===== src/rtl/multilevel_surface_cell_update_unit_assert.svh =====
// ---------------------------------------------------------------------------
// Surface cell update: assertion macros
// Concurrent checks on clock, disabled during reset; ASSERT_OFF removes them.
// ---------------------------------------------------------------------------
`ifndef MULTILEVEL_SURFACE_CELL_UPDATE_UNIT_ASSERT_SVH
`define MULTILEVEL_SURFACE_CELL_UPDATE_UNIT_ASSERT_SVH

`ifndef ASSERT_OFF
`define MSC_ASSERT(lbl, prop) \
   lbl: assert property (@(posedge clock) disable iff (reset) prop) \
      else $error("surface cell update check failed");
`define MSC_NEVER(lbl, cond) \
   lbl: assert property (@(posedge clock) disable iff (reset) !(cond)) \
      else $error("surface cell update forbidden condition");
`else
`define MSC_ASSERT(lbl, prop)
`define MSC_NEVER(lbl, cond)
`endif

`endif


===== src/rtl/msc_pkg.sv =====
// ---------------------------------------------------------------------------
// Surface cell update package
// Shared constants, patch record, command and status bundles, state codes.
// ---------------------------------------------------------------------------
package msc_pkg;

   localparam int DEF_GRID_WIDTH  = 64;
   localparam int DEF_GRID_HEIGHT = 64;
   localparam int DEF_MAX_PATCHES = 4;

   localparam logic [30:0] GAP_RESET   = 31'd65536;
   localparam logic [30:0] THICK_RESET = 31'd6554;
   localparam logic [30:0] EXT_MAX     = 31'h7FFF_FFFF;
   localparam logic [30:0] ONE_Q30     = 31'h4000_0000;
   localparam logic [64:0] ROUND_Q30   = 65'h2000_0000;

   localparam int DIV_STEPS  = 31;
   localparam int SQRT_STEPS = 16;

   typedef enum logic [0:0] {
      CSR_GAP_SIZE  = 1'b0,
      CSR_THICKNESS = 1'b1
   } csr_index_type;

   typedef enum logic [2:0] {
      OUT_FUSED    = 3'd0,
      OUT_RAISED   = 3'd1,
      OUT_EXTENDED = 3'd2,
      OUT_NEW      = 3'd3,
      OUT_DROPPED  = 3'd4
   } outcome_type;

   typedef struct packed {
      logic signed [31:0] mean;
      logic [15:0]        stdev;
      logic [30:0]        extent;
      logic               flat;
   } patch_type;

   typedef enum logic [4:0] {
      ST_CLEAR,
      ST_IDLE,
      ST_RD_FILL,
      ST_GET_FILL,
      ST_RD_PATCH,
      ST_CHK_PATCH,
      ST_NO_MATCH,
      ST_VERT,
      ST_F_SQUARE,
      ST_F_SUM,
      ST_F_DIV,
      ST_F_DIV_WAIT,
      ST_F_MUL_GAIN,
      ST_F_MEAN,
      ST_F_MUL_VAR,
      ST_F_SQRT,
      ST_F_SQRT_WAIT,
      ST_F_STDEV,
      ST_WRITE,
      ST_DROP,
      ST_OUT
   } state_type;

   typedef struct packed {
      logic        load_req;
      logic        clr_step;
      logic        load_fill;
      logic        k_dec;
      logic        load_patch;
      logic        new_patch;
      logic        vert_upd;
      logic        f_square;
      logic        f_sum;
      logic        div_start;
      logic        mul_gain;
      logic        mean_upd;
      logic        mul_var;
      logic        sqrt_start;
      logic        stdev_upd;
      logic        wr_patch;
      logic        wr_fill;
      logic        set_outcome;
      outcome_type outcome;
      logic        out_load;
   } dp_cmd_type;

   typedef struct packed {
      logic clr_done;
      logic in_range;
      logic fill_zero;
      logic fill_full;
      logic k_zero;
      logic match;
      logic fuse_ok;
      logic above;
      logic iter_busy;
      logic rsp_busy;
   } dp_status_type;

endpackage


===== src/rtl/msc_ctrl.sv =====
// ---------------------------------------------------------------------------
// Surface cell update: controller
// Sequences the map clear, patch walk, update paths and result hand-off.
// ---------------------------------------------------------------------------
`include "multilevel_surface_cell_update_unit_assert.svh"

module msc_ctrl import msc_pkg::*; (
   input  logic          clock,
   input  logic          reset,
   input  logic          req_valid,
   output logic          req_ready,
   output dp_cmd_type    cmd,
   input  dp_status_type st
);

   state_type state_ff, state_in;

   always_ff @(posedge clock) begin
      if (reset) begin
         state_ff <= ST_CLEAR;
      end else begin
         state_ff <= state_in;
      end
   end

   always_comb begin
      state_in = state_ff;
      case (state_ff)
         ST_CLEAR:       if (st.clr_done) state_in = ST_IDLE;
         ST_IDLE:        if (req_valid) state_in = ST_RD_FILL;
         ST_RD_FILL:     state_in = ST_GET_FILL;
         ST_GET_FILL: begin
            if (!st.in_range) state_in = ST_DROP;
            else if (st.fill_zero) state_in = ST_NO_MATCH;
            else state_in = ST_RD_PATCH;
         end
         ST_RD_PATCH:    state_in = ST_CHK_PATCH;
         ST_CHK_PATCH: begin
            if (st.match) state_in = st.fuse_ok ? ST_F_SQUARE : ST_VERT;
            else if (st.k_zero) state_in = ST_NO_MATCH;
            else state_in = ST_RD_PATCH;
         end
         ST_NO_MATCH:    state_in = st.fill_full ? ST_DROP : ST_WRITE;
         ST_VERT:        state_in = ST_WRITE;
         ST_F_SQUARE:    state_in = ST_F_SUM;
         ST_F_SUM:       state_in = ST_F_DIV;
         ST_F_DIV:       state_in = ST_F_DIV_WAIT;
         ST_F_DIV_WAIT:  if (!st.iter_busy) state_in = ST_F_MUL_GAIN;
         ST_F_MUL_GAIN:  state_in = ST_F_MEAN;
         ST_F_MEAN:      state_in = ST_F_MUL_VAR;
         ST_F_MUL_VAR:   state_in = ST_F_SQRT;
         ST_F_SQRT:      state_in = ST_F_SQRT_WAIT;
         ST_F_SQRT_WAIT: if (!st.iter_busy) state_in = ST_F_STDEV;
         ST_F_STDEV:     state_in = ST_WRITE;
         ST_WRITE:       state_in = ST_OUT;
         ST_DROP:        state_in = ST_OUT;
         ST_OUT:         if (!st.rsp_busy) state_in = ST_IDLE;
         default:        state_in = ST_IDLE;
      endcase
   end

   always_comb begin
      cmd       = '0;
      req_ready = 1'b0;
      case (state_ff)
         ST_CLEAR: cmd.clr_step = 1'b1;
         ST_IDLE: begin
            req_ready    = 1'b1;
            cmd.load_req = req_valid;
         end
         ST_GET_FILL: cmd.load_fill = st.in_range;
         ST_CHK_PATCH: begin
            cmd.load_patch = 1'b1;
            cmd.k_dec      = !st.match && !st.k_zero;
            if (st.match && st.fuse_ok) begin
               cmd.set_outcome = 1'b1;
               cmd.outcome     = OUT_FUSED;
            end
         end
         ST_NO_MATCH: begin
            // append a fresh flat patch unless the cell is full
            cmd.new_patch   = !st.fill_full;
            cmd.wr_fill     = !st.fill_full;
            cmd.set_outcome = !st.fill_full;
            cmd.outcome     = OUT_NEW;
         end
         ST_VERT: begin
            cmd.vert_upd    = 1'b1;
            cmd.set_outcome = 1'b1;
            cmd.outcome     = st.above ? OUT_RAISED : OUT_EXTENDED;
         end
         ST_F_SQUARE:   cmd.f_square   = 1'b1;
         ST_F_SUM:      cmd.f_sum      = 1'b1;
         ST_F_DIV:      cmd.div_start  = 1'b1;
         ST_F_MUL_GAIN: cmd.mul_gain   = 1'b1;
         ST_F_MEAN:     cmd.mean_upd   = 1'b1;
         ST_F_MUL_VAR:  cmd.mul_var    = 1'b1;
         ST_F_SQRT:     cmd.sqrt_start = 1'b1;
         ST_F_STDEV:    cmd.stdev_upd  = 1'b1;
         ST_WRITE:      cmd.wr_patch   = 1'b1;
         ST_DROP: begin
            cmd.set_outcome = 1'b1;
            cmd.outcome     = OUT_DROPPED;
         end
         ST_OUT: cmd.out_load = !st.rsp_busy;
         default: ;
      endcase
   end

   `MSC_ASSERT(a_accept_seq, req_valid && req_ready |=> state_ff == ST_RD_FILL)
   `MSC_ASSERT(a_div_busy, state_ff == ST_F_DIV |=> st.iter_busy)

endmodule


===== config.mk =====
export PLATFORM = sky130hd
export DESIGN_NAME = msc_ctrl
export DESIGN_NICKNAME = d
export VERILOG_FILES = /design/src/rtl/msc_pkg.sv /design/src/rtl/msc_ctrl.sv
export VERILOG_INCLUDE_DIRS = /design/src /design/src/rtl
export SDC_FILE = /design/constraint.sdc
export NUM_CORES = 1
export LEC_CHECK = 0
export ABC_AREA = 0
export BUFFER_PORTS_ARGS = -buffer_cell sky130_fd_sc_hd__buf_4
export CORE_UTILIZATION = 47
export CTS_BUF_LIST = sky130_fd_sc_hd__clkbuf_2
export DETAILED_ROUTE_END_ITERATION = 16
export HOLD_SLACK_MARGIN = 0.15
export PLACE_DENSITY_LB_ADDON = 0.25
export SLEW_MARGIN = 20
export SYNTH_ARGS = -nofsm -noshare
export SYNTH_HDL_FRONTEND = slang
export SYNTH_SLANG_ARGS = --single-unit

===== constraint.sdc =====
create_clock -name clock -period 1.6 [get_ports clock]
set_input_delay 0 -clock clock [delete_from_list [all_inputs] [get_ports clock]]
set_output_delay 0 -clock clock [all_outputs]
set_load 0.05 [all_outputs]

==> results of run 1 <==
critical path, cell delays in order, from the launching register on:
cell	delay (ns)
dfxtp_4	0.38
buf_4	0.14
nor3b_2	0.29
nand3_1	0.26
and3_1	0.26
a311oi_2	0.26
layout make-up:
type / count / share of cell area
clock buffer: 3 / 0.0110
clock inverter: 1 / 0.00366
inverter: 2 / 0.00549
multi-input combinational: 94 / 0.507
sequential: 5 / 0.0869
tap: 16 / 0.0146
timing repair buffer: 61 / 0.371
what timing repair did:
| item | in CTS | in global routing |
|---|---|---|
| setup buffers | 1 | 6 |
| pin swaps | 1 | 1 |
| hold buffers | 5 | 0 |
| setup endpoints to repair | 16 | 15 |
| endpoints found under the hold margin | 5 | 0 |
| gates cloned | 0 | 0 |
| resized for setup | 11 | 16 |
worst paths after layout:
check	end	slack, ns	cells past startpoint
max reg2reg	state_ff[0]$_SDFFE_PP0P_	-0.1	5
min	state_ff[1]$_SDFFE_PP0P_	0.24	5
min reg2reg	state_ff[0]$_SDFFE_PP0P_	0.68	2
max	state_ff[0]$_SDFFE_PP0P_	-0.1	5
placed cells by master, fill, tap and decap left out, types with 3 or more instances in the layout:
cell type and n:
a21oi_1 5, a22oi_1 3, buf_4 46, buf_6 10
clkbuf_2 3, dfxtp_4 5, dlygate4sd3_1 5, nand2_1 7
nand2b_1 7, nand3_1 4, nor2_1 10, nor2b_1 5
nor3_2 4, o21ai_0 5, o22ai_1 4
logic make-up (layout without fill, tap and decap cells):
group,count (synthesis),count (layout)
and+or+nand+nor,65,65
DFF,5,5
buffers and inverters,11,67
AOI/OAI and AO/OA,28,28
xor gates and xnor gates,1,1
per-layer routing:
layer | global-route usage | wire [um]
met3 | 0.0870 | 449
met5 | 0 | 0
met2 | 0.553 | 1770
met1 | 0.399 | 1280
met4 | 0.245 | 243
power by group:
part | switching (mW) | leakage, nW | internal [mW] | total (mW)
Combinational | 0.194 | 0.531 | 0.142 | 0.336
Clock | 0.0793 | 0.0164 | 0.0562 | 0.135
Sequential | 0.0191 | 0.0444 | 0.128 | 0.147
Total | 0.292 | 0.592 | 0.326 | 0.619
==> results by group, run 1 <==
Worst setup path
  – RR Startpoint: state_ff[3]$_SDFFE_PP0P_
  – Worst Setup SP: state_ff[3]$_SDFFE_PP0P_
  – Crit path DAT: 1.87 ns
  – Crit path capture type: flip-flop
  – WP data required: 1.78 ns
  – CP Max Fanout: 7
  – Type of origin of the critical path: flip-flop
  – Crit path kind: flip-flop to flip-flop

Logic synthesis
  – Ys async rst share: 0
  – Syn avg cell area: 6.82 um2
  – Synth Area in Compound Gates: 0.248
  – Most numerous cell in the Yosys netlist: nor2_1
  – Syn Inst Count: 110
  – Area contributors post-synth: dfxtp_1 (13%), nand2b_1 (5.8%), nor2_1 (5.0%), nor2b_1 (5.0%), nor3_1 (4.7%)
  – Synth area leader: dfxtp_1
  – Register area share after synthesis: 0.133
  – Post-Synth Simple-Gate Area: 0.517
  – Synthesized flop and latch total: 5
  – Xor/xnor cell area share of the yosys netlist: 0.0117
  – Synthesized-area fraction occupied by adder cells: 0
  – Count of cell types in the netlist: 42
  – Share of the synthesized area in the top cell type: 0.133
  – Top cells by count, synth: nor2_1 (10), nand2_1 (7), nand2b_1 (7), nor3_1 (7)
  – Largest family of logic cells by synthesized area: simple AND/OR/NAND/NOR gates
  – EDFF count, synth: 0
  – Mux share of post-synthesis cell area: 0
  – Synth Warn #: 0
  – Synth Cell Area: 751 um2
  – Syn nets: 123
  – Ys flop type: dfxtp_1

Power and ir drop
  – Design Power: 619 uW
  – PD cells: 452 nW/um2
  – LEAKAGE: 0.592 nW
  – Peak VDD IR: 0.488 mV

Global route
  – First-pass GRT wire length: 4450 um
  – Vias in the first global route: 967
  – Total global routing overflow: 0
  – Total GRT Usage: 0.346
  – Largest net degree at the start of global routing: 17
  – Initial antenna violation count: 0

CTS
  – CTS tree: built
  – CTS buffer count: 3
  – CTS H-tree lvls: 1
  – CTS Buffer Depth: 2
  – CTS root buf: clkbuf_2
  – Latest clock arrival within the worst-skew pair: 0.28 ns
  – Clock Pin Slew Worst Setup and Hold Paths: 0.08 ns
  – Num Clock Sinks: 5

STA
  – Fin worst setup slack: -0.0962 ns
  – Hold slack final: 0.235 ns
  – Final setup fails: 7
  – Final period utilization: 1.06
  – Worst Max-Slew Pin Slew: 0.354 ns
  – Clock skew: 0.0159 ns
  – Slew HR: 0.758
  – Min Clock Period, post-route: 1.70 ns
  – Final Hold Vio Count: 0
  – Setup_tns: -0.250 ns
  – FMAX: 590 MHz
  – Max-slew violations: 0
  – RSZ-0062 raised after global routing: yes

Route
  – Routed wire per std cell: 20.5 um
  – Total number of vias: 1217
  – DR DRC count: 0
  – Via density: 6.69
  – Initial DRC count: 101
  – DR pass1 iterations: 5
  – Routed Antenna Nets: 0
  – Drt total wl: 3740 um

Layout
  – Final cell count without fillers: 182
  – Most flops, register: state_ff
  – Final core occ: 0.908
  – Max reg flops: 5
  – Finished Cell Area: 1370 um2
  – Layout cells sized above 1: 0.542
  – Filler Cell Count: 65
  – Syn-to-layout area delta: 82.2%
  – Reg area: 119 um2
  – N_diodes: 0
  – Biggest regs: state_ff (5)
  – Nets: 180
  – Multi-input gate area: 693 um2

Floorplan
  – Initial Util: 0.498
  – Row Count: 14
  – I/O pin count: 36
  – Core ar.: 1510 um2
  – Die W: 42.0 um
  – Die height: 42.0 um
  – Die footprint: 1760 um2

Min path
  – HP Start: st[7]
  – Worst Hold Class: input pin to flip-flop

Placement
  – Placer Congestion: 0.914
  – Port bufs: 35
  – Placed cells: 166
  – Area post-placement: 1150 um2
  – Pre-CTS setup slack: -0.0122 ns
  – DP Wirelength: 1990 um

Run status
  – Failing checks: negative setup slack
  – Status: finished, violations left

Run
  – Max-cap viol count: 0
Note: power is estimated with default switching activity, not from simulation.
==> inputs of run 2 (changes only) <==
==> constraint.sdc (replaced) <==
create_clock -name clock -period 1.9 [get_ports clock]
set_input_delay 0 -clock clock [delete_from_list [all_inputs] [get_ports clock]]
set_output_delay 0 -clock clock [all_outputs]
set_load 0.05 [all_outputs]
==> results by group, run 2 (synthesized netlist as in run 1, its figures left out) <==
Worst setup path
  – Crit path kind: flip-flop to primary output
  – Max incr delay on CP: 0.48 ns (+0.10 ns)
  – WP data required: 1.90 ns (+0.12 ns)
  – Crit path capture type: primary output
  – Crit path DAT: 1.79 ns (-0.08 ns)
  – R2R cell count: 5 (unchanged)
  – Crit. path cell count: 5 (unchanged)
  – Type of origin of the critical path: flip-flop
  – CP Max Fanout: 11 (+4)
  – Cells along the critical path: or3b_1, nor2_2, nand3_1, o21ai_2, buf_4
  – Slowest-stage cell, CP: dfxtp_2
  – Critical path's top delay family: simple AND/OR/NAND/NOR gates
  – CP bufs+invs: 1 (unchanged)

Layout
  – Finished Cell Area: 1100 um2 (-19%)
  – Syn-to-layout area delta: 47.2%
  – Layout cells sized above 1: 0.436 (-0.106)
  – Filler Cell Count: 120 (+85%)
  – Max reg flops: 5 (unchanged)
  – Nets: 163 (-9.4%)
  – Biggest regs: state_ff (5)
  – Most flops, register: state_ff
  – N_diodes: 0 (unchanged)
  – Most common cell after layout, fill and taps aside: buf_4
  – Most frequent cells in the layout: buf_4 (41), nor2_1 (10), nand2_1 (7), nand2b_1 (7)

STA
  – Max-slew violations: 0 (unchanged)
  – Final setup fails: 0 (-7)
  – RSZ-0062 raised after global routing: no
  – FMAX: 560 MHz
  – Final period utilization: 0.940
  – Min Clock Period, post-route: 1.79 ns
  – Worst Max-Slew Pin Slew: 0.404 ns (+0.0504 ns)
  – Final Hold Vio Count: 0 (unchanged)
  – Clock skew: 0.0151 ns (-0.000774 ns)
  – Slew HR: 0.724 (-0.0345)
  – Fin worst setup slack: 0.114 ns (+0.210 ns)

Floorplan
  – Core ar.: 1510 um2 (unchanged)
  – Die footprint: 1760 um2 (unchanged)
  – Die height: 42.0 um (unchanged)
  – Initial Util: 0.498 (unchanged)
  – Row Count: 14 (unchanged)
  – I/O pin count: 36 (unchanged)
  – Die W: 42.0 um (unchanged)

CTS
  – CTS H-tree lvls: 1 (unchanged)
  – Latest clock arrival within the worst-skew pair: 0.24 ns (-0.04 ns)
  – CTS tree: built
  – CTS Buffer Depth: 2 (unchanged)
  – CTS buffer count: 3 (unchanged)
  – Clock Pin Slew Worst Setup and Hold Paths: 0.07 ns (about the same)
  – Postcts setup bufs: 0 (-1)
  – CTS root buf: clkbuf_2
  – Num Clock Sinks: 5 (unchanged)

Placement
  – Area post-placement: 1050 um2 (-8.8%)
  – DP Wirelength: 1770 um (-11%)
  – Pre-CTS setup slack: 0.265 ns (+0.277 ns)
  – Port bufs: 35 (unchanged)
  – Placer Congestion: 0.905 (-0.98%)

Route
  – Drt total wl: 2470 um (-34%)
  – DR pass1 iterations: 4 (-1)
  – Via density: 5.99 (-10%)
  – DR DRC count: 0 (unchanged)
  – Routed Antenna Nets: 0 (unchanged)
  – Routed wire per std cell: 15.0 um (-27%)
  – Initial DRC count: 39 (-61%)
  – Total number of vias: 989 (-19%)

Power and ir drop
  – PD cells: 409 nW/um2 (-9.6%)
  – LEAKAGE: 0.477 nW (-19%)
  – Peak VDD IR: 0.252 mV (-48%)

Global route
  – Total GRT Usage: 0.274 (-0.0727)
  – First-pass GRT wire length: 3770 um (-15%)
  – Initial antenna violation count: 0 (unchanged)
  – Total global routing overflow: 0 (unchanged)
  – Vias in the first global route: 840 (-13%)
  – Largest net degree at the start of global routing: 19 (+2)

Min path
  – Hold depth: 3 (-2)
  – Worst Hold Class: input pin to flip-flop

Run
  – Max-cap viol count: 0 (unchanged)

Run status
  – Status: complete, no violations
## run 2: what timing repair did
| action | in CTS | in global routing |
|---|---|---|
| endpoints found under the setup margin | 0 | 3 |
| gates resized for setup | 0 | 4 |
| hold buffers | 3 | 0 |
| hold endpoints to repair | 5 | 0 |
## run 2: area by class of cell
class	count	area, um2	share of cell area
Multi-Input combinational cell	94	614	0.556
Timing Repair Buffer	44	338	0.306
Sequential cell	5	105	0.0951
Clock buffer	4	20.0	0.0181
Tap cell	16	20.0	0.0181
Inverter	2	7.51	0.00680
## run 2: tightest hold or removal path, cell delays in order
cell,delay (ns)
buf_4,0.12
nand3_1,0.12
o22ai_1,0.10
## run 2: stage by stage
stage / power [mW] / setup TNS [ns] / hold WS [ns] / instances / util
global placement: 0.334 / 0 / 0.208 / 158 / 0.697
floorplan: 0.272 / -0.304 / 0.0679 / 110 / -
finish: 0.452 / 0 / 0.166 / 165 / 0.733
global route: 0.468 / 0 / 0.183 / 165 / 0.733
CTS: 0.447 / 0 / 0.168 / 165 / 0.730
detailed placement: 0.335 / 0 / 0.210 / 158 / 0.697
## run 2: final timing paths
check,start,slack [ns],endpoint
hold reg to reg,state_ff[0]$_SDFFE_PP0P_,0.70,state_ff[1]$_SDFFE_PP0P_
setup / recovery,state_ff[0]$_SDFFE_PP0P_,0.11,cmd[4]
hold / removal,st[0],0.17,state_ff[2]$_SDFFE_PP0P_
setup reg to reg,state_ff[4]$_SDFFE_PP0P_,0.30,state_ff[0]$_SDFFE_PP0P_
## run 2: routing by layer
| layer | GRT usage | up-vias | wire length (um) |
|---|---|---|---|
| met1 | 0.362 | 444 | 982 |
| li1 | - | 477 | - |
| met3 | 0.00870 | 10 | 184 |
| met4 | 0.148 | 0 | 80 |
| met5 | 0 | - | 0 |
| met2 | 0.447 | 58 | 1230 |
## run 2: power by group
group | internal, mW | total, mW | leakage, nW | switching (mW)
clock | 0.0558 | 0.108 | 0.0166 | 0.0527
sequential | 0.112 | 0.134 | 0.0424 | 0.0224
combinational | 0.0856 | 0.209 | 0.418 | 0.124
